File: src/hw/rtl/pgb_pkg.sv
// shared types and constants for the particle grid binning block
package pgb_pkg;

	localparam int N_W        = 11;
	localparam int SLAB_W     = 10;
	localparam int FACTOR_W   = 32;
	localparam int POS_W      = 32;
	localparam int RADDR_W    = 18;
	localparam int CNT_OUT_W  = 24;
	localparam int CONTRAST_W = 57;
	localparam int STATUS_W   = 2;
	localparam int LIN_W      = 34;
	localparam int ADDR_MAX_W = 24;
	localparam int CFG_IDX_W  = 3;
	localparam int CFG_DATA_W = 32;

	localparam logic [CFG_IDX_W-1:0] CFG_GRID_N0    = 3'd0;
	localparam logic [CFG_IDX_W-1:0] CFG_GRID_N1    = 3'd1;
	localparam logic [CFG_IDX_W-1:0] CFG_GRID_N2    = 3'd2;
	localparam logic [CFG_IDX_W-1:0] CFG_SLAB_START = 3'd3;
	localparam logic [CFG_IDX_W-1:0] CFG_SLAB_COUNT = 3'd4;
	localparam logic [CFG_IDX_W-1:0] CFG_FACTOR     = 3'd5;

	localparam logic [N_W-1:0]      RST_GRID_N     = 11'd64;
	localparam logic [SLAB_W-1:0]   RST_SLAB_START = 10'd0;
	localparam logic [N_W-1:0]      RST_SLAB_COUNT = 11'd64;
	localparam logic [FACTOR_W-1:0] RST_FACTOR     = 32'd65536;

	localparam logic CMD_INSERT = 1'b0;
	localparam logic CMD_READ   = 1'b1;

	localparam logic [63:0] ONE_Q16      = 64'd65536;
	localparam logic [63:0] SAT_LIMIT    = 64'h0100_0000_0000_FFFF;
	localparam logic [CONTRAST_W-1:0] CONTRAST_MAX = 57'h0FF_FFFF_FFFF_FFFF;

	typedef enum logic [STATUS_W-1:0] {
		ST_DONE    = 2'd0,
		ST_OUTSIDE = 2'd1,
		ST_BEYOND  = 2'd2
	} status_t;

	typedef enum logic [1:0] {
		OP_INSERT,
		OP_READ,
		OP_REPORT
	} op_t;

	typedef enum logic [2:0] {
		BK_CLEAR,
		BK_IDLE,
		BK_READ,
		BK_MUL,
		BK_OUT
	} back_state_t;

	typedef struct packed {
		logic [N_W-1:0]      n0;
		logic [N_W-1:0]      n1;
		logic [N_W-1:0]      n2;
		logic [SLAB_W-1:0]   slab_start;
		logic [N_W-1:0]      slab_count;
		logic [FACTOR_W-1:0] factor;
	} cfg_t;

	typedef struct packed {
		op_t                   op;
		status_t               status;
		logic [ADDR_MAX_W-1:0] addr;
	} job_t;

	typedef struct packed {
		logic clearing;
		logic pop;
	} back_stat_t;

endpackage

File: src/hw/rtl/pgb_front.sv
// front end: cell index, slab check and linear address, one job per accepted transaction
module pgb_front #(
	parameter int LOCAL_CELLS   = 262144,
	parameter int POSITION_BITS = 32
) (
	input  logic                          clk,
	input  logic                          arst_n,
	input  logic                          accept,
	input  logic                          cmd,
	input  logic [pgb_pkg::POS_W-1:0]     pos_x,
	input  logic [pgb_pkg::POS_W-1:0]     pos_y,
	input  logic [pgb_pkg::POS_W-1:0]     pos_z,
	input  logic [pgb_pkg::RADDR_W-1:0]   read_address,
	input  pgb_pkg::cfg_t                 cfg,
	output logic                          push,
	output pgb_pkg::job_t                 job
);

	localparam int NW = pgb_pkg::N_W;
	localparam int PW = POSITION_BITS + NW;
	localparam int LW = pgb_pkg::LIN_W;

	logic                          valid_s1;
	logic                          cmd_s1;
	logic [pgb_pkg::RADDR_W-1:0]   raddr_s1;
	logic [PW-1:0]                 px_s1;
	logic [PW-1:0]                 py_s1;
	logic [PW-1:0]                 pz_s1;
	logic [2*NW-1:0]               nn_s1;

	logic                          valid_s2;
	logic                          cmd_s2;
	logic [pgb_pkg::RADDR_W-1:0]   raddr_s2;
	logic                          in_slab_s2;
	logic [3*NW-1:0]               hi_s2;
	logic [2*NW-1:0]               mid_s2;
	logic [NW-1:0]                 c_s2;

	logic [NW-1:0] a_cell;
	logic [NW-1:0] b_cell;
	logic [NW-1:0] c_cell;
	logic [NW:0]   slab_end;
	logic          in_slab;
	logic [NW-1:0] da;
	logic [LW-1:0] lin;
	logic [LW-1:0] sel;
	logic          fits;

	always_ff @(posedge clk or negedge arst_n) begin
		if (!arst_n) begin
			valid_s1 <= 1'b0;
			valid_s2 <= 1'b0;
		end else begin
			valid_s1 <= accept;
			valid_s2 <= valid_s1;
		end
	end

	always_ff @(posedge clk) begin
		cmd_s1   <= cmd;
		raddr_s1 <= read_address;
		px_s1    <= PW'(pos_x[POSITION_BITS-1:0]) * PW'(cfg.n0);
		py_s1    <= PW'(pos_y[POSITION_BITS-1:0]) * PW'(cfg.n1);
		pz_s1    <= PW'(pos_z[POSITION_BITS-1:0]) * PW'(cfg.n2);
		nn_s1    <= (2*NW)'(cfg.n1) * (2*NW)'(cfg.n2);
	end

	always_comb begin
		a_cell   = px_s1[POSITION_BITS +: NW];
		b_cell   = py_s1[POSITION_BITS +: NW];
		c_cell   = pz_s1[POSITION_BITS +: NW];
		slab_end = (NW+1)'(cfg.slab_start) + (NW+1)'(cfg.slab_count);
		in_slab  = (a_cell >= NW'(cfg.slab_start)) && ((NW+1)'(a_cell) < slab_end);
		da       = a_cell - NW'(cfg.slab_start);
	end

	always_ff @(posedge clk) begin
		cmd_s2     <= cmd_s1;
		raddr_s2   <= raddr_s1;
		in_slab_s2 <= in_slab;
		hi_s2      <= (3*NW)'(da) * (3*NW)'(nn_s1);
		mid_s2     <= (2*NW)'(b_cell) * (2*NW)'(cfg.n2);
		c_s2       <= c_cell;
	end

	always_comb begin
		lin  = LW'(hi_s2) + LW'(mid_s2) + LW'(c_s2);
		sel  = (cmd_s2 == pgb_pkg::CMD_READ) ? LW'(raddr_s2) : lin;
		fits = sel < LW'(LOCAL_CELLS);
		push = valid_s2;
		job.addr   = sel[pgb_pkg::ADDR_MAX_W-1:0];
		job.op     = pgb_pkg::OP_REPORT;
		job.status = pgb_pkg::ST_DONE;
		if (cmd_s2 == pgb_pkg::CMD_INSERT && !in_slab_s2) begin
			job.status = pgb_pkg::ST_OUTSIDE;
		end else if (!fits) begin
			job.status = pgb_pkg::ST_BEYOND;
		end else if (cmd_s2 == pgb_pkg::CMD_READ) begin
			job.op = pgb_pkg::OP_READ;
		end else begin
			job.op = pgb_pkg::OP_INSERT;
		end
	end

endmodule

File: config.mk
export PLATFORM = sky130hd
export DESIGN_NAME = pgb_front
export DESIGN_NICKNAME = d
export VERILOG_FILES = /design/src/hw/rtl/pgb_pkg.sv /design/src/hw/rtl/pgb_front.sv
export SDC_FILE = /design/constraint.sdc
export NUM_CORES = 2
export LEC_CHECK = 0
export ABC_AREA = 1
export BUFFER_PORTS_ARGS = -buffer_cell sky130_fd_sc_hd__buf_2
export CAP_MARGIN = 40
export CORE_ASPECT_RATIO = 0.9
export CORE_MARGIN = 1.5
export CORE_UTILIZATION = 60
export DETAILED_ROUTE_END_ITERATION = 12
export PLACE_DENSITY = 0.79
export REMOVE_ABC_BUFFERS = 1
export SETUP_SLACK_MARGIN = 0.5
export SLEW_MARGIN = 20
export SYNTH_ARGS = -nofsm -noshare
export SYNTH_HDL_FRONTEND = slang
export SYNTH_SLANG_ARGS = --single-unit
File: constraint.sdc
create_clock -name clk -period 5.4 [get_ports clk]
set_input_delay 1.08 -clock clk [delete_from_list [all_inputs] [get_ports clk]]
set_output_delay 1.08 -clock clk [all_outputs]
set_load 0.005 [all_outputs]
# After elaboration in Yosys (flattened, before gate mapping)
# Index checks and enable logic that the tools add are counted.
dict set report word_totals {
  out_inout_bits 29
  wordCells 37
  input_bits 204
  regBits 258
}
dict set report op_classes {
  bitwise_logic 1
  reduce_logical 3
  mul 6
  order_cmp 3
  addsub 4
  muxes 6
}
# op n
set ops {}
lappend ops {{multiplier 32 x 11 -> 43 bit} 3}
lappend ops {{multiplier 11 x 11 -> 22 bit} 2}
lappend ops {{adder 33 x 22 -> 34 bit} 1}
lappend ops {{adder 34 x 11 -> 34 bit} 1}
lappend ops {{less-than comparator 34 x 19 -> 1 bit (second input constant)} 1}
lappend ops {{two-way mux 34 bit} 1}
lappend ops {{multiplier 11 x 22 -> 33 bit} 1}
lappend ops {{adder 10 x 11 -> 12 bit} 1}
lappend ops {{less-than comparator 11 x 12 -> 1 bit} 1}
lappend ops {{greater-or-equal comparator 11 x 10 -> 1 bit} 1}
lappend ops {{subtractor 11 x 10 -> 11 bit} 1}
lappend ops {{two-way mux 2 bit} 4}
lappend ops {{logical AND 1 bit} 2}
lappend ops {{zero test 1 bit} 1}
lappend ops {{two-way mux 1 bit} 1}
lappend ops {{NOT 1 bit} 1}

# Logic depth before layout (Yosys ltp)
dict set report logic_depth {
  ltp_word 6
  ltp_mapped 36
  mapped_depth_nobuf 36
}

# Least setup slack after synthesis
# No wires, ideal clock.
dict set report synth_timing {
  path_type {input to register}
  from {input port cfg[43] (netlist name)}
  to {register hi_s2[30]}
  path_slack_ns -1.161
  n_path_buf 1
  arrival_ns 6.489
  setup_ns 0.072
  path_stages 30
  required_ns 5.328
  cell_sequence {ha_1 -> inv_1 -> fa_1 -> inv_1 -> o31ai_2 -> nand3_1 -> nand2_1 -> or2_2 -> nand2_1 -> buf_2 -> nor2_1 -> fa_1 -> fa_1 -> inv_1 -> fa_1 -> inv_1 -> fa_1 -> inv_1 -> fa_1 -> inv_1 -> ha_1 -> nand2_1 -> nor2_1 -> inv_1 -> nor3_1 -> nand3_1 -> nand3_1 -> a21oi_1 -> o21ai_1 -> xor2_1}
}
dict set report synth_via {
  elab_chain_len 2
}
# item line_no
set synth_rtl {}
lappend synth_rtl {{from (decl)} pgb_front.sv:14} ;# input pgb_pkg::cfg_t cfg,
lappend synth_rtl {{subtractor 11 x 10 -> 11 bit} pgb_front.sv:74} ;# da = a_cell - NW'(cfg.slab_start);
lappend synth_rtl {{multiplier 11 x 22 -> 33 bit} pgb_front.sv:81} ;# hi_s2 <= (3*NW)'(da) * (3*NW)'(nn_s1);
lappend synth_rtl {{to (signal assigned)} pgb_front.sv:81}
lappend synth_rtl {{to (decl)} pgb_front.sv:35} ;# logic [3*NW-1:0] hi_s2;
# Every way passes these cells.

# Worst setup path in the final report
dict set report layout_timing {
  from {input port cfg[43] (netlist name)}
  to {register hi_s2[22]}
}
# Same word-level chain as after synthesis.

==> flow_metrics.py <==
metrics = {
    "outcome": {
        "status": "complete, but fails checks",
        "failed_checks": "negative setup slack",
    },
    "global_route": {
        "grt_overflow": 0,
        "grt_pass1_wl_microns": 256000,
        "grt_usage_pct": 34.1,
        "first_global_vias": 52900,
        "grt_antenna_before_repair": 9,
        "grt_max_degree": 35,
    },
    "die": {
        "start_util_pct": 60.9,
        "dieArea_sq_um": 93100,
        "die-height_microns": 290,
        "core-area_sq_um": 89900,
        "row_count": 104,
        "fp.dieW_microns": 321,
        "pin_count": 233,
    },
    "drt": {
        "drt-initial-drc-count": 5832,
        "vias_per_cell": 5.92,
        "wl_met3_microns": 23800,
        "wirelength_microns": 202000,
        "vias": 54800,
        "detail_route.first_pass.iterations": 10,
        "drc": 0,
        "post_drt_wl_per_cell_microns": 21.9,
        "routed.top_layer": "met5",
        "met1Wirelength_microns": 66800,
        "dr_wl_met2_microns": 93900,
        "final_antenna_net_count": 0,
    },
    "placement": {
        "gp_congestion": 0.947,
        "port_buffers": 200,
        "dpl.hpwl_microns": 124000,
        "placed_area_sq_um": 62200,
    },
    "sta": {
        "slew_headroom_pct": 51.6,
        "grt_setup_unrepaired": "yes",
        "setup_viol": 52,
        "finClkSkew_ns": 0.0291,
        "fin_ws_ns": -1.12,
        "slew_viol_final": 0,
        "clock.fmax_mhz": 153,
        "worstMarginPinSlew_ns": 0.725,
        "finalSetupTns_ns": -28.07,
        "finalHoldViolations": 0,
        "min_period_ns": 6.52,
        "period_share_pct": 121,
    },
    "yosys": {
        "yosys-top-cells-area": "fa_1, nand2_1, inv_1",
        "synth_area_sq_um": 54700,
        "synthCells": 7143,
        "synthArstFlopShare_pct": 1.23,
        "synth_warnings": 0,
        "seq_area_frac_synth_pct": 5.94,
        "synth_common_cells": "nand2_1, inv_1, fa_1, ha_1, nor2_1",
        "yosys.cell_types.count": 55,
        "ys_seq_elements": 162,
        "yosysMostFrequentCell": "nand2_1",
        "synth_edf_count": 0,
        "synth.avg_cell_area_sq_um": 7.66,
        "synth_top_area_share_pct": 42.3,
        "synthFlopType": "dfxtp_1",
        "yosysTopAreaCell": "fa_1",
    },
    "worst_setup_path": {
        "cpPeakStageDelay_ns": 0.58,
        "cp.required_ns": 5.81,
        "ff2ff_path_depth": 29,
        "start_kind": "primary input",
        "path_common_cell": "nand2_2",
        "critPathArrivalTime_ns": 6.93,
        "crit_buf_inv": 8,
        "worstPathMaxFanout": 6,
        "path_depth": 33,
        "crit_type": "in2reg",
        "cp_slowest_cell": "fa_1",
        "crit_path_end_kind": "flip-flop",
        "crit_family": "adder cells",
    },
    "cts": {
        "cts_sinks": 162,
        "cts_buffers": 17,
        "clkTransAtPathRegs_ns": 0.08,
        "cts_tree": "done",
        "cts_root_buffer": "clkbuf_16",
        "clk_latency_ns": 0.50,
        "h-tree-depth": 4,
        "cts_buffer_depth": 2,
    },
    "min_path": {
        "hold_path_depth": 0,
        "hp-class": "reg2reg",
    },
    "finish": {
        "ff_latch_area_sq_um": 3250,
        "n_fill_cell": 4973,
        "num-nets-final": 9865,
        "synthToLayoutAreaGrowth_pct": 31.3,
        "multi_input_comb_area_sq_um": 49200,
        "drive_gt1_share_pct": 28.8,
        "fin_area_sq_um": 71900,
    },
    "job": {
        "max_cap_viol_count": 0,
    },
}
[metrics by stage]
step | hold slack [ns] | setup slack, ns | util, % | std cells
2_1_floorplan | 0.310 | -1.28 | - | 6846
3_3_place_gp | 0.310 | -1.59 | 69.2 | 9008
3_5_place_dp | 0.312 | -1.69 | 69.2 | 9008
4_1_cts | 0.324 | -0.901 | 72.8 | 9091
5_1_grt | 0.330 | -1.23 | 79.9 | 9249
6_report | 0.327 | -1.12 | 79.9 | 9254
[placed cells by master, fill, tap and decap left out, types with 19 or more instances in the layout]
| cell | n |
|---|---|
| buf_4 | 734 |
| ha_4 | 128 |
| nand4_1 | 33 |
| nor2_2 | 91 |
| nand3_2 | 32 |
| buf_2 | 142 |
| fa_1 | 1073 |
| o21ai_0 | 50 |
| clkbuf_16 | 50 |
| xnor2_1 | 41 |
| nor2_1 | 209 |
| inv_2 | 183 |
| nand2_2 | 171 |
| fa_2 | 84 |
| a21oi_1 | 128 |
| buf_12 | 72 |
| ha_1 | 358 |
| buf_6 | 115 |
| a21o_1 | 26 |
| nor2_4 | 61 |
| dfxtp_1 | 160 |
| nand2_1 | 1809 |
| a21oi_4 | 33 |
| buf_8 | 21 |
| buf_16 | 19 |
| nand2_4 | 69 |
| xor2_1 | 60 |
| nand3_1 | 87 |
| o21ai_1 | 61 |
| o21ai_2 | 41 |
| a21oi_2 | 90 |
| inv_1 | 1537 |
[kinds of logic (layout without fill, tap and decap cells)]
| kind of cell | Yosys count | count (layout) | synth area share, % |
|---|---|---|---|
| XOR/XNOR | 120 | 120 | 1.92 |
| adder cells (fa/ha/maj) | 1645 | 1645 | 53.5 |
| flip-flops | 162 | 162 | 5.94 |
| AO/OA/AOI/OAI | 535 | 535 | 5.48 |
| buffers and inverters | 2028 | 2914 | 14.0 |
| AND/OR/NAND/NOR | 2653 | 2653 | 19.2 |
| other | 0 | 6 | 0 |
[layout make-up]
type | instances | share of cell area [%]
clock inverter | 15 | 0.273
clock buffer | 17 | 0.592
tap | 1219 | 2.12
sequential | 162 | 4.53
inverter | 1731 | 9.09
timing repair buffer | 1151 | 15.0
multi-input combinational | 4953 | 68.4
antenna | 6 | 0.0209
[flip-flops by register name, summed over array words and instances (netlist names)]
register	flops
hi_s2	33
mid_s2	22
nn_s1	22
raddr_s1	18
raddr_s2	18
c_s2	11
px_s1	11
py_s1	11
pz_s1	11
cmd_s1	1
cmd_s2	1
in_slab_s2	1
push	1
valid_s1	1
[repair_timing]
action | CTS | global route
setup endpoints to repair | 88 | 91
hold buffers | 0 | 0
buffers inserted | 39 | 121
pin swaps | 193 | 560
gates resized for setup | 509 | 1207
gates cloned | 12 | 36
[per-layer routing]
metal  GRT usage, %  up-vias
met5              0        -
met4           12.3       10
met3           4.59     1678
met2           59.5     4317
met1           43.6    26100
li1               -    22700
[path summary, 6_finish.rpt]
kind,startpoint,to,slack (ns)
min in group asynchronous,arst_n,valid_s1$_DFF_PN0_,0.36
worst min register to register,raddr_s1[13]$_DFF_P_,raddr_s2[13]$_DFF_P_,0.33
worst max register to register,px_s1[32]$_DFF_P_,hi_s2[22]$_DFF_P_,-0.94
worst min-delay path,raddr_s1[13]$_DFF_P_,raddr_s2[13]$_DFF_P_,0.33
max in group asynchronous,arst_n,push$_DFF_PN0_,4.95
worst max-delay path,cfg[43],hi_s2[22]$_DFF_P_,-1.12
Power is left out: the tool's default activity adds up to more than one toggle a clock period on the data nets, which glitch-free logic cannot reach.
