==> src/hw/rtl/pgb_pkg.sv <==
// shared types and constants for the particle grid binning block
package pgb_pkg;

	localparam int N_W        = 11;
	localparam int SLAB_W     = 10;
	localparam int FACTOR_W   = 32;
	localparam int POS_W      = 32;
	localparam int RADDR_W    = 18;
	localparam int CNT_OUT_W  = 24;
	localparam int CONTRAST_W = 57;
	localparam int STATUS_W   = 2;
	localparam int LIN_W      = 34;
	localparam int ADDR_MAX_W = 24;
	localparam int CFG_IDX_W  = 3;
	localparam int CFG_DATA_W = 32;

	localparam logic [CFG_IDX_W-1:0] CFG_GRID_N0    = 3'd0;
	localparam logic [CFG_IDX_W-1:0] CFG_GRID_N1    = 3'd1;
	localparam logic [CFG_IDX_W-1:0] CFG_GRID_N2    = 3'd2;
	localparam logic [CFG_IDX_W-1:0] CFG_SLAB_START = 3'd3;
	localparam logic [CFG_IDX_W-1:0] CFG_SLAB_COUNT = 3'd4;
	localparam logic [CFG_IDX_W-1:0] CFG_FACTOR     = 3'd5;

	localparam logic [N_W-1:0]      RST_GRID_N     = 11'd64;
	localparam logic [SLAB_W-1:0]   RST_SLAB_START = 10'd0;
	localparam logic [N_W-1:0]      RST_SLAB_COUNT = 11'd64;
	localparam logic [FACTOR_W-1:0] RST_FACTOR     = 32'd65536;

	localparam logic CMD_INSERT = 1'b0;
	localparam logic CMD_READ   = 1'b1;

	localparam logic [63:0] ONE_Q16      = 64'd65536;
	localparam logic [63:0] SAT_LIMIT    = 64'h0100_0000_0000_FFFF;
	localparam logic [CONTRAST_W-1:0] CONTRAST_MAX = 57'h0FF_FFFF_FFFF_FFFF;

	typedef enum logic [STATUS_W-1:0] {
		ST_DONE    = 2'd0,
		ST_OUTSIDE = 2'd1,
		ST_BEYOND  = 2'd2
	} status_t;

	typedef enum logic [1:0] {
		OP_INSERT,
		OP_READ,
		OP_REPORT
	} op_t;

	typedef enum logic [2:0] {
		BK_CLEAR,
		BK_IDLE,
		BK_READ,
		BK_MUL,
		BK_OUT
	} back_state_t;

	typedef struct packed {
		logic [N_W-1:0]      n0;
		logic [N_W-1:0]      n1;
		logic [N_W-1:0]      n2;
		logic [SLAB_W-1:0]   slab_start;
		logic [N_W-1:0]      slab_count;
		logic [FACTOR_W-1:0] factor;
	} cfg_t;

	typedef struct packed {
		op_t                   op;
		status_t               status;
		logic [ADDR_MAX_W-1:0] addr;
	} job_t;

	typedef struct packed {
		logic clearing;
		logic pop;
	} back_stat_t;

endpackage

==> src/hw/rtl/pgb_queue.sv <==
// small job queue between the front end and the back end
module pgb_queue #(
	parameter int DEPTH = 4
) (
	input  logic          clk,
	input  logic          arst_n,
	input  logic          push,
	input  pgb_pkg::job_t push_job,
	input  logic          pop,
	output logic          empty,
	output pgb_pkg::job_t head
);

	localparam int PW = $clog2(DEPTH);
	localparam int CW = $clog2(DEPTH + 1);

	pgb_pkg::job_t  entry_q [DEPTH];
	logic [PW-1:0]  wr_q;
	logic [PW-1:0]  rd_q;
	logic [CW-1:0]  fill_q;

	assign empty = (fill_q == '0);
	assign head  = entry_q[rd_q];

	always_ff @(posedge clk or negedge arst_n) begin
		if (!arst_n) begin
			wr_q   <= '0;
			rd_q   <= '0;
			fill_q <= '0;
		end else begin
			if (push) begin
				wr_q <= (wr_q == PW'(DEPTH - 1)) ? '0 : wr_q + 1'b1;
			end
			if (pop) begin
				rd_q <= (rd_q == PW'(DEPTH - 1)) ? '0 : rd_q + 1'b1;
			end
			if (push && !pop) begin
				fill_q <= fill_q + 1'b1;
			end else if (pop && !push) begin
				fill_q <= fill_q - 1'b1;
			end
		end
	end

	always_ff @(posedge clk) begin
		if (push) begin
			entry_q[wr_q] <= push_job;
		end
	end

endmodule

==> config.mk <==
export PLATFORM = sky130hd
export DESIGN_NAME = pgb_queue
export DESIGN_NICKNAME = d
export VERILOG_FILES = /design/src/hw/rtl/pgb_pkg.sv /design/src/hw/rtl/pgb_queue.sv
export SDC_FILE = /design/constraint.sdc
export NUM_CORES = 1
export LEC_CHECK = 0
export BUFFER_PORTS_ARGS = -buffer_cell sky130_fd_sc_hd__buf_2
export CELL_PAD_IN_SITES_DETAIL_PLACEMENT = 0
export CELL_PAD_IN_SITES_GLOBAL_PLACEMENT = 2
export CORE_UTILIZATION = 45
export DETAILED_ROUTE_END_ITERATION = 16
export GPL_ROUTABILITY_DRIVEN = 0
export GPL_TIMING_DRIVEN = 0
export PLACE_DENSITY_LB_ADDON = 0.25
export SLEW_MARGIN = 20
export SYNTH_ARGS = -nofsm -noshare
export SYNTH_HDL_FRONTEND = slang
export SYNTH_SLANG_ARGS = --single-unit
==> constraint.sdc <==
create_clock -name clk -period 5.2 [get_ports clk]
set_clock_uncertainty 0.1 [all_clocks]
set_input_delay 1.04 -clock clk [delete_from_list [all_inputs] [get_ports clk]]
set_output_delay 1.04 -clock clk [all_outputs]
set_load 0.01 [all_outputs]
# After elaboration in Yosys (flattened, before gate mapping)
# Memories as Yosys holds them, arrays and structs flattened.
# Cells that the tools add are included.
dict set report word_totals {
  regBits 7
  ram_bits 112
  in_bits 32
  output_inout_bits 29
  wordCells 22
  memories 1
}
# memory words word_bits rd rd_clocked_by_memory_dff wr line
set memory_table {}
lappend memory_table {entry_q 4 28 1 0 1 pgb_queue.sv:17} ;# pgb_pkg::job_t entry_q [DEPTH];
dict set report classes {
  n_addsub 4
  eq_ne 2
  n_mux 6
  reduce_logical 6
}
# op n
set op_table {}
lappend op_table {{$mux W3} 2}
lappend op_table {{$add A2 B1 Y2 const B} 2}
lappend op_table {{$eq A2 B2 Y1 const B} 2}
lappend op_table {{$mux W2} 2}
lappend op_table {{$add A3 B1 Y3 const B} 1}
lappend op_table {{$logic_not A3 Y1} 1}
lappend op_table {{$sub A3 B1 Y3 const B} 1}
lappend op_table {{$logic_and A1 B1 Y1} 2}
lappend op_table {{$logic_not A1 Y1} 2}
lappend op_table {{$mux W1} 2}
lappend op_table {{$reduce_bool A2 Y1} 1}

# Longest topological paths before layout
# Gate-level depths: netlist of the first run.
dict set report logic_depth {
  word_depth 4
  ltp_mapped 7
  mapped_depth_nobuf 7
}

# Worst setup path after synthesis of the first run
# OpenSTA, ideal clock, no wires.
dict set report synth_path {
  path_type {register to output}
  from {reg rd_q[0]}
  to {out head[0] (netlist bit)}
  t_arrival_ps 1132
  t_required_ps 4060
  path_slack_ps 2928
  stages_incl_launch_ff 3
  path_buffers 1
  path_cell_list {dfrtp_1 -> buf_6 -> mux4_2}
}
# element line
set synth_rtl {}
lappend synth_rtl {{from (decl)} pgb_queue.sv:19} ;# logic [PW-1:0] rd_q;
lappend synth_rtl {{from (signal assigned)} pgb_queue.sv:35} ;# rd_q <= (rd_q == PW'(DEPTH - 1)) ? '0 : rd_q + 1'b1;
lappend synth_rtl {{to (decl)} pgb_queue.sv:11} ;# output pgb_pkg::job_t head

==> results of run 1 <==
-- stage by stage --
| step | instances | worst slack, ps | hold WS (ps) | total power [W] | instance area [um^2] |
|---|---|---|---|---|---|
| 4_1_cts | 406 | 2120 | 245 | 0.00335 | 5620 |
| 3_3_place_gp | 371 | 2220 | 361 | 0.00213 | 4910 |
| 3_5_place_dp | 375 | 2680 | 364 | 0.00218 | 5030 |
| 6_report | 406 | 2180 | 266 | 0.00330 | 5620 |
| 2_1_floorplan | 182 | 2930 | 343 | 0.00186 | 4450 |
| 5_1_grt | 406 | 2080 | 251 | 0.00346 | 5620 |
-- final timing paths --
| check | endpoint | slack [ps] | start |
|---|---|---|---|
| max | head[7] | 2180 | rd_q[1]$_DFFE_PN0P_ |
| min | fill_q[2]$_DFFE_PN0P_ | 270 | arst_n |
| max reg2reg | entry_q[0][7]$_DFFE_PP_ | 3500 | wr_q[0]$_DFFE_PN0P_ |
| min reg2reg | fill_q[2]$_DFFE_PN0P_ | 370 | fill_q[2]$_DFFE_PN0P_ |
| max in group asynchronous | rd_q[0]$_DFFE_PN0P_ | 4560 | arst_n |
| min in group clk | fill_q[2]$_DFFE_PN0P_ | 370 | fill_q[2]$_DFFE_PN0P_ |
-- power by group --
group	total [W]	leakage (nW)	internal (W)	switching, W
clock	0.00116	0.285	0.000769	0.000391
combinational	0.000849	0.613	0.000430	0.000418
sequential	0.00129	1.11	0.00124	0.0000535
total	0.00330	2.01	0.00244	0.000863
-- layer usage --
metal,wire length (um),vias to the layer above
li1,-,930
met4,74,0
met2,3590,55
met3,351,9
met1,3080,1009
met5,0,-
-- logic make-up after synthesis --
logic type / count (synthesis) / share of synthesized area, %
and+or+nand+nor: 10 / 1.10
buffers and inverters: 10 / 1.49
xor gates and xnor gates: 3 / 0.591
muxes: 31 / 14.9
AOI/OAI and AO/OA: 2 / 0.225
DFF: 119 / 79.5
adders and majority gates: 7 / 2.14
-- flip-flops by register name (all words and copies together), names as in the netlist --
register  cells
fill_q        3
entry_q     112
rd_q          2
wr_q          2
-- area by class of cell --
type | count | area [um^2] | area share [%]
inverters | 4 | 15.0 | 0.267
clock inverters | 14 | 183 | 3.25
plain buffers | 6 | 51.3 | 0.912
well taps | 129 | 161 | 2.87
flip-flops and latches | 119 | 3540 | 62.9
multi-input cells | 53 | 850 | 15.1
clock buffers | 17 | 414 | 7.37
repair buffers | 64 | 410 | 7.30
-- placed cells by master (no fill, tap or decap) --
cell	n
edfxtp_1	112
buf_2	62
mux4_2	28
clkbuf_16	16
dfrtp_1	7
ha_1	6
inv_1	4
and2_2	4
bufinv_16	4
buf_16	4
buf_6	3
mux2_2	3
nor2_1	3
clkinv_2	3
clkinvlp_4	3
nand2_1	2
o21ai_0	2
xor2_1	2
clkinv_1	2
buf_4	1
nor3_1	1
xnor2_1	1
fa_1	1
clkbuf_8	1
clkinv_4	1
inv_6	1
==> results.md, run 1 <==
- Status: finished clean
- Pwr dens: 587 nW/um^2
- GRT Util Overall: 15.5%
- Met2 global-route usage: 25.1%
- Die height: 101 um
- Syn Area/Cell: 24.4 um^2
- Max-cap violation count: 0
- Post-route ant nets: 0
- Worst path bufs/invs: 3
- Routed len/inst: 17.5 um
- Worst Hold Class: input port to asynchronous set/reset pin
- Synth area leaders: edfxtp_1 76%, mux4_2 14%, dfrtp_1 3.9%, ha_1 1.7%, buf_6 0.76%
- Initial DRC count: 81
- Slew @ Worst Pin: 432 ps
- Reg2reg path depth: 4
- Worst Path Max Fanout: 10
- ANT cells: 0
- Crit path cell chain: buf_4 -> buf_2 -> mux4_2 -> buf_2
- Highest clock rate: 331 MHz
- Critical path's most frequent cell: buf_2
- Via density: just under 5
- Cts-stage hold buffer count: 0
- Max incr delay on CP: 360 ps
- Top-count cell post-synth: edfxtp_1
- Placeable Area: 9420 um^2
- Post-synth EDFFs: roughly 110
- Cell count after synthesis: 182
- Die area: 10300 um^2
- Final core area utilization: 59.7%
- Worst Path Required: 4060 ps
- Fin. max-slew vios: 0
- Peak VDD IR: 0.000263 V
- Fillers: about 700
- Starting Density: 47.3%
- Port Buffer Count: 60
- Ratio of cells with drive above 1 in the final layout: 48.4%
- Syn nets: between 200 and 250
- TritonCTS clock tree: yes
- HPWL Detailed: 4610 um
- Number of buffers added for setup after CTS: 0
- Critical path class: flip-flop to output pin
- Layout area overhead: 26.4%
- RSZ-0062 raised after global routing: false
- Asr flop ratio synth: 5.88%
- Mapped Area: approximately 4400 um^2
- Initial antenna violation count: 0
- Gr busiest metal: met2
- Number of gates resized after CTS: 0
- Die width: 101 um
- Area share of the largest cell type after synthesis: 75.6%
- Clk_lat worst skew: 510 ps
- Final setup viols: 0
- Min cycle time layout: just over 3000 ps
- Hold Fails Final Rpt: 0
- Routed wire length: a little over 7000 um
- Crit end category: output pin
- Vias: 2003
- Clock Sink Count: 119
- Seq/Total Area, Yosys: 79.5%
- Final period util: 58.1%
- TritonCTS buffer count: 17
- CP Launch Type: flip-flop
- # H-tree levels: 4
- Clk root buf: clkbuf_8
- Total number of yosys warnings: 0
- Clock Tree Buf Depth: 2
- First-pass iteration count of the detailed router: 4
- I/O pin cnt: 61
- DRC viols: 0
- Std-Cell Rows: 35
- Top cell family by delay on the critical path: buffers and inverters
- M1 GR Usage: 18.8%
- Worst EP arrival: 1880 ps
- Seq cells post-synth: approximately 120
- Clk pin slew, worst setup/hold paths: 60 ps
- Largest net degree at the start of global routing: 21
- Number of global-route vias before repair: around 2200
- Met3 Track Usage GR: 6.42%
- Slew headroom: 71.2%
- Post-synth top area cell: edfxtp_1
- First-pass GRT wire length: 11000 um
- Slowest cell on crit path: dfrtp_1
- Worst path depth: 4
- Total Nets Final: 304
- Unique masters post-synth: 17
- Setup_tns: 0 ps
- Dominant synthesized flop cell: edfxtp_1
- Commonest cells post-synth: 112 x edfxtp_1, 28 x mux4_2, 7 x dfrtp_1
- Global route total overflow: 0
- Leakage dissipation: 2.01 nW
No activity file was read; power rests on OpenSTA's default activity.
==> run 2: changes to the inputs <==
--- a/config.mk
+++ b/config.mk
@@ -8,7 +8,7 @@
 export BUFFER_PORTS_ARGS = -buffer_cell sky130_fd_sc_hd__buf_2
 export CELL_PAD_IN_SITES_DETAIL_PLACEMENT = 0
 export CELL_PAD_IN_SITES_GLOBAL_PLACEMENT = 2
-export CORE_UTILIZATION = 45
+export CORE_UTILIZATION = 40
 export DETAILED_ROUTE_END_ITERATION = 16
 export GPL_ROUTABILITY_DRIVEN = 0
 export GPL_TIMING_DRIVEN = 0
==> constraint.sdc (replaced) <==
create_clock -name clk -period 2.6 [get_ports clk]
set_clock_uncertainty 0.1 [all_clocks]
set_input_delay 0.52 -clock clk [delete_from_list [all_inputs] [get_ports clk]]
set_output_delay 0.52 -clock clk [all_outputs]
set_load 0.01 [all_outputs]
==> results.md, run 2 (synthesis results as in run 1) <==
- Status: finished clean
- Total Nets Final: 305
- Commonest non-fill, non-tap cell in the layout: edfxtp_1
- Port Buffer Count: 60
- Slew @ Worst Pin: 354 ps
- Worst Path Required: about 2000 ps
- Final period util: 94.8%
- WHS: 134 ps
- Ratio of cells with drive above 1 in the final layout: 47.0%
- Max-cap violation count: 0
- Fin. max-slew vios: 0
- Crit end category: output pin
- Placed inst area: around 5000 um^2
- RSZ-0062 raised after global routing: false
- Min cycle time layout: 2460 ps
- Setup_tns: 0 ps
- Global route total overflow: 0
- Highest clock rate: 406 MHz
- Crit path cell chain: buf_6 -> mux4_2 -> buf_2
- TritonCTS clock tree: yes
- First-pass iteration count of the detailed router: 4
- Clk_lat worst skew: 500 ps
- Peak VDD IR: 0.000527 V
- Biggest regs: entry_q: 112 flops, fill_q: 3 flops
- Clk root buf: clkbuf_8
- HPWL Detailed: 4820 um
- Clock Tree Buf Depth: 2
- Max incr delay on CP: 520 ps
- Std-Cell Rows: 38
- Final setup viols: 0
- Largest net degree at the start of global routing: 24
- CP Launch Type: flip-flop
- Max reg flops: 112
- Slowest cell on crit path: mux4_2
- Final non-filler cell area: about 5600 um^2
- Leakage dissipation: ~2 nW
- ANT cells: 0
- First-pass GRT wire length: 11900 um
- Die height: 107 um
- Worst Path Max Fanout: 10
- Routed wire length: between 7000 and 8000 um
- Top cell family by delay on the critical path: multiplexers
- Clk pin slew, worst setup/hold paths: 60 ps
- Top reg by flops: entry_q
- Worst EP arrival: between 1500 and 2000 ps
- Vias: 2055
- # H-tree levels: 4
- Starting Density: about two fifths
- Critical path class: flip-flop to output pin
- Most frequent cells in the layout: 112 x edfxtp_1, 61 x buf_2, 28 x mux4_2, 16 x clkbuf_16, 7 x dfrtp_1
- Number of global-route vias before repair: 2242
- Initial DRC count: 101
- I/O pin cnt: 61
- Layout area overhead: 25.7%
- Initial antenna violation count: 0
- Die width: 107 um
- Routed len/inst: roughly 18 um
- Pwr dens: 1160 nW/um^2
- Fillers: 877
- Post-place setup slack: 549 ps
- GRT Util Overall: between 10 and 15%
- Worst path bufs/invs: 2
- Via density: 4.90
- Slew headroom: 76.4%
- TritonCTS buffer count: 17
- Hold Fails Final Rpt: 0
- Die area: 11500 um^2
- DRC viols: 0
- Clock Sink Count: 119
- Placeable Area: 10800 um^2
- Worst Hold Class: input port to flip-flop
- Final setup margin: 136 ps
- Total power: about 0.0065 W
- Post-route ant nets: 0
## run 2: cell types whose count changed in the layout (fill, tap and decap cells not counted), moves of 2 or more
cell        change
buf_12          +3
buf_16          -3
clkbuf_1        +3
clkinv_2        +2
clkinvlp_4      -2
## run 2: what timing repair did
| action | 4_1_cts | 5_1_grt |
|---|---|---|
| hold endpoints to repair | 7 | 0 |
| hold buffers | 1 | 0 |
| endpoints found under the setup margin | 1 | 1 |
| setup buffers | 0 | 0 |
| gates resized for setup | 1 | 1 |
## run 2: path summary, 6_finish.rpt
kind / from / to / slack [ps] / depth (start not counted)
setup / recovery: rd_q[0]$_DFFE_PN0P_ / head[18] / 140 / 3
hold / removal: push_job[9] / entry_q[2][9]$_DFFE_PP_ / 130 / 1
setup reg to reg: wr_q[0]$_DFFE_PN0P_ / entry_q[0][2]$_DFFE_PP_ / 910 / 4
hold reg to reg: fill_q[2]$_DFFE_PN0P_ / fill_q[2]$_DFFE_PN0P_ / 370 / 1
max in group asynchronous: arst_n / rd_q[0]$_DFFE_PN0P_ / 1950 / 2
min in group asynchronous: arst_n / fill_q[0]$_DFFE_PN0P_ / 280 / 2
## run 2: power breakdown
part	switching [W]	total [W]	internal [W]
sequential	0.000107	0.00258	0.00247
clock	0.000749	0.00219	0.00144
combinational	0.000849	0.00171	0.000857
total	0.00171	0.00647	0.00476
## run 2: worst reg2reg max path, delay by kind of cell, from the launching register on
family | cells | cell delay [ps]
flops | 1 | 420
simple gates | 1 | 360
buf+inv | 2 | 350
fa+ha+maj | 1 | 150
## run 2: metrics by stage
| step | std cells | utilization, % |
|---|---|---|
| after floorplan | 182 | - |
| after global placement | 382 | 45.4 |
| after detailed placement | 386 | 46.3 |
| after CTS | 419 | 51.6 |
| after global routing | 419 | 51.6 |
| final | 419 | 51.6 |
## run 2: metal layers
layer	part of all wire (%)	routed length (um)	GRT usage [%]
met1	44	3330	18.2
met4	1.1	80	6.75
met3	3.7	279	5.02
met5	0	0	0
met2	51	3880	23.6
## run 2: layout make-up
type / count / area, um^2 / share of cell area [%]
clock inverters: 12 / 134 / 2.39
repair buffers: 65 / 398 / 7.11
inverters: 4 / 15.0 / 0.268
clock buffers: 20 / 425 / 7.61
well taps: 140 / 175 / 3.13
plain buffers: 6 / 57.6 / 1.03
flip-flops and latches: 119 / 3540 / 63.3
multi-input cells: 53 / 850 / 15.2
==> run 3: changes to the inputs <==
--- a/config.mk
+++ b/config.mk
@@ -12,6 +12,7 @@
 export DETAILED_ROUTE_END_ITERATION = 16
 export GPL_ROUTABILITY_DRIVEN = 0
 export GPL_TIMING_DRIVEN = 0
+export MAX_ROUTING_LAYER = met4
 export PLACE_DENSITY_LB_ADDON = 0.25
 export SLEW_MARGIN = 20
 export SYNTH_ARGS = -nofsm -noshare
==> results.md, run 3 (synthesis results as in run 1) <==
- Global route total overflow: 0
- Die width: 107 um
- Commonest non-fill, non-tap cell in the layout: edfxtp_1
- Clk pin slew, worst setup/hold paths: ~50 ps
- CP Launch Type: flip-flop
- TritonCTS buffer count: 17
- First-pass GRT wire length: 11900 um
- Initial DRC count: 98
- Post-route ant nets: 0
- Via density: about 4.9
- TritonCTS clock tree: yes
- Ratio of cells with drive above 1 in the final layout: 47.0%
- Die area: roughly 12000 um^2
- Slew headroom: 76.3%
- ANT cells: 0
- Routed len/inst: 18.1 um
- RSZ-0062 raised after global routing: false
- Routed wire length: 7560 um
- # H-tree levels: 4
- Final setup viols: 0
- Worst Path Required: 1980 ps
- Crit end category: output pin
- Die height: 107 um
- WHS: about 130 ps
- Setup_tns: 0 ps
- Leakage dissipation: between 1.5 and 2 nW
- Fin. max-slew vios: 0
- GRT Util Overall: roughly 15%
- Area taken by multi-input logic gates: 850 um^2
- Final period util: a little over nine tenths
- Number of global-route vias before repair: 2232
- Status: finished clean
- Largest net degree at the start of global routing: 24
- Final instance count without filler cells: between 400 and 500
- Clock Tree Buf Depth: 2
- I/O pin cnt: 61
- Total power: 0.00647 W
- Max-cap violation count: 0
- Starting Density: 41.0%
- Hold Fails Final Rpt: 0
- Peak VDD IR: 0.000526 V
- DRC viols: 0
- Total Nets Final: 305
- Slew @ Worst Pin: 355 ps
- Most frequent cells in the layout: 112 x edfxtp_1, 61 x buf_2, 28 x mux4_2, 16 x clkbuf_16, 7 x dfrtp_1
- Pwr dens: ~1200 nW/um^2
- Critical path class: flip-flop to output pin
- Placed cells: 386
- Clock Sink Count: 119
- Std-Cell Rows: 38
- Port Buffer Count: 60
- Min cycle time layout: roughly 2500 ps
- Reg2Reg Setup Slack: between 900 and 1000 ps
- Clk root buf: clkbuf_8
- Clk_lat worst skew: 500 ps
- Placeable Area: between 10000 and 15000 um^2
- Number of buffers added for setup after CTS: 0
- Worst Path Max Fanout: 10
- Worst Hold Class: input port to flip-flop
- Max reg flops: 112
- Initial antenna violation count: 0
- Fillers: 877
- Biggest regs: entry_q: 112 flops, fill_q: 3 flops
- Layout area overhead: 25.7%
- HPWL Detailed: 4820 um
- Top reg by flops: entry_q
- Highest clock rate: 406 MHz
- First-pass iteration count of the detailed router: 4
- Vias: about 2000
- Seq. cell area: 3540 um^2
- Worst EP arrival: 1840 ps
-- run 3: cell counts in the layout (fill, tap and decap cells not counted) --
No cell type changed its count.
-- run 3: timing repair --
action / 4_1_cts / 5_1_grt
endpoints found under the setup margin: 1 / 1
hold buffers: 1 / 0
gates resized for setup: 1 / 1
hold endpoints to repair: 7 / 0
gates cloned: 0 / 0
-- run 3: report_power, final --
group | switching, W | internal, W | total (W)
combinational | 0.000847 | 0.000857 | 0.00170
sequential | 0.000108 | 0.00247 | 0.00258
clock | 0.000749 | 0.00144 | 0.00219
-- run 3: metrics by stage --
stage | utilization [%] | worst slack [ps] | instance area, um^2
6_report | 51.6 | 136 | 5590
2_1_floorplan | - | 795 | 4450
3_5_place_dp | 46.3 | 549 | 5020
3_3_place_gp | 45.4 | 127 | 4920
5_1_grt | 51.6 | 7.61 | 5590
4_1_cts | 51.6 | 65.3 | 5590
-- run 3: per-layer routing --
metal	global-route usage [%]	vias to the layer above	wire length [um]
met2	23.6	40	3870
met3	5.39	5	267
met4	6.16	0	61
met5	-	-	0
met1	18.3	1063	3360
li1	-	930	-
-- run 3: cell type report --
class,instances,area share [%]
Sequential cell,119,63.3
Inverter,4,0.268
Timing Repair Buffer,65,7.11
Clock buffer,20,7.61
Tap cell,140,3.13
Clock inverter,12,2.39
Buffer,6,1.03
Multi-Input combinational cell,53,15.2
-- run 3: path summary, 6_finish.rpt --
kind / start / to / depth (start not counted)
setup / recovery: rd_q[0]$_DFFE_PN0P_ / head[18] / 3
hold / removal: push_job[22] / entry_q[3][22]$_DFFE_PP_ / 1
min in group asynchronous: arst_n / fill_q[0]$_DFFE_PN0P_ / 2
hold reg to reg: fill_q[2]$_DFFE_PN0P_ / fill_q[2]$_DFFE_PN0P_ / 1
setup reg to reg: wr_q[0]$_DFFE_PN0P_ / entry_q[0][7]$_DFFE_PP_ / 4
max in group asynchronous: arst_n / rd_q[0]$_DFFE_PN0P_ / 2
-- run 3: worst max-delay path, cell delays in order, from the launching register on --
cell and delay (ps):
dfrtp_1 450, buf_6 220, mux4_2 520, buf_2 160
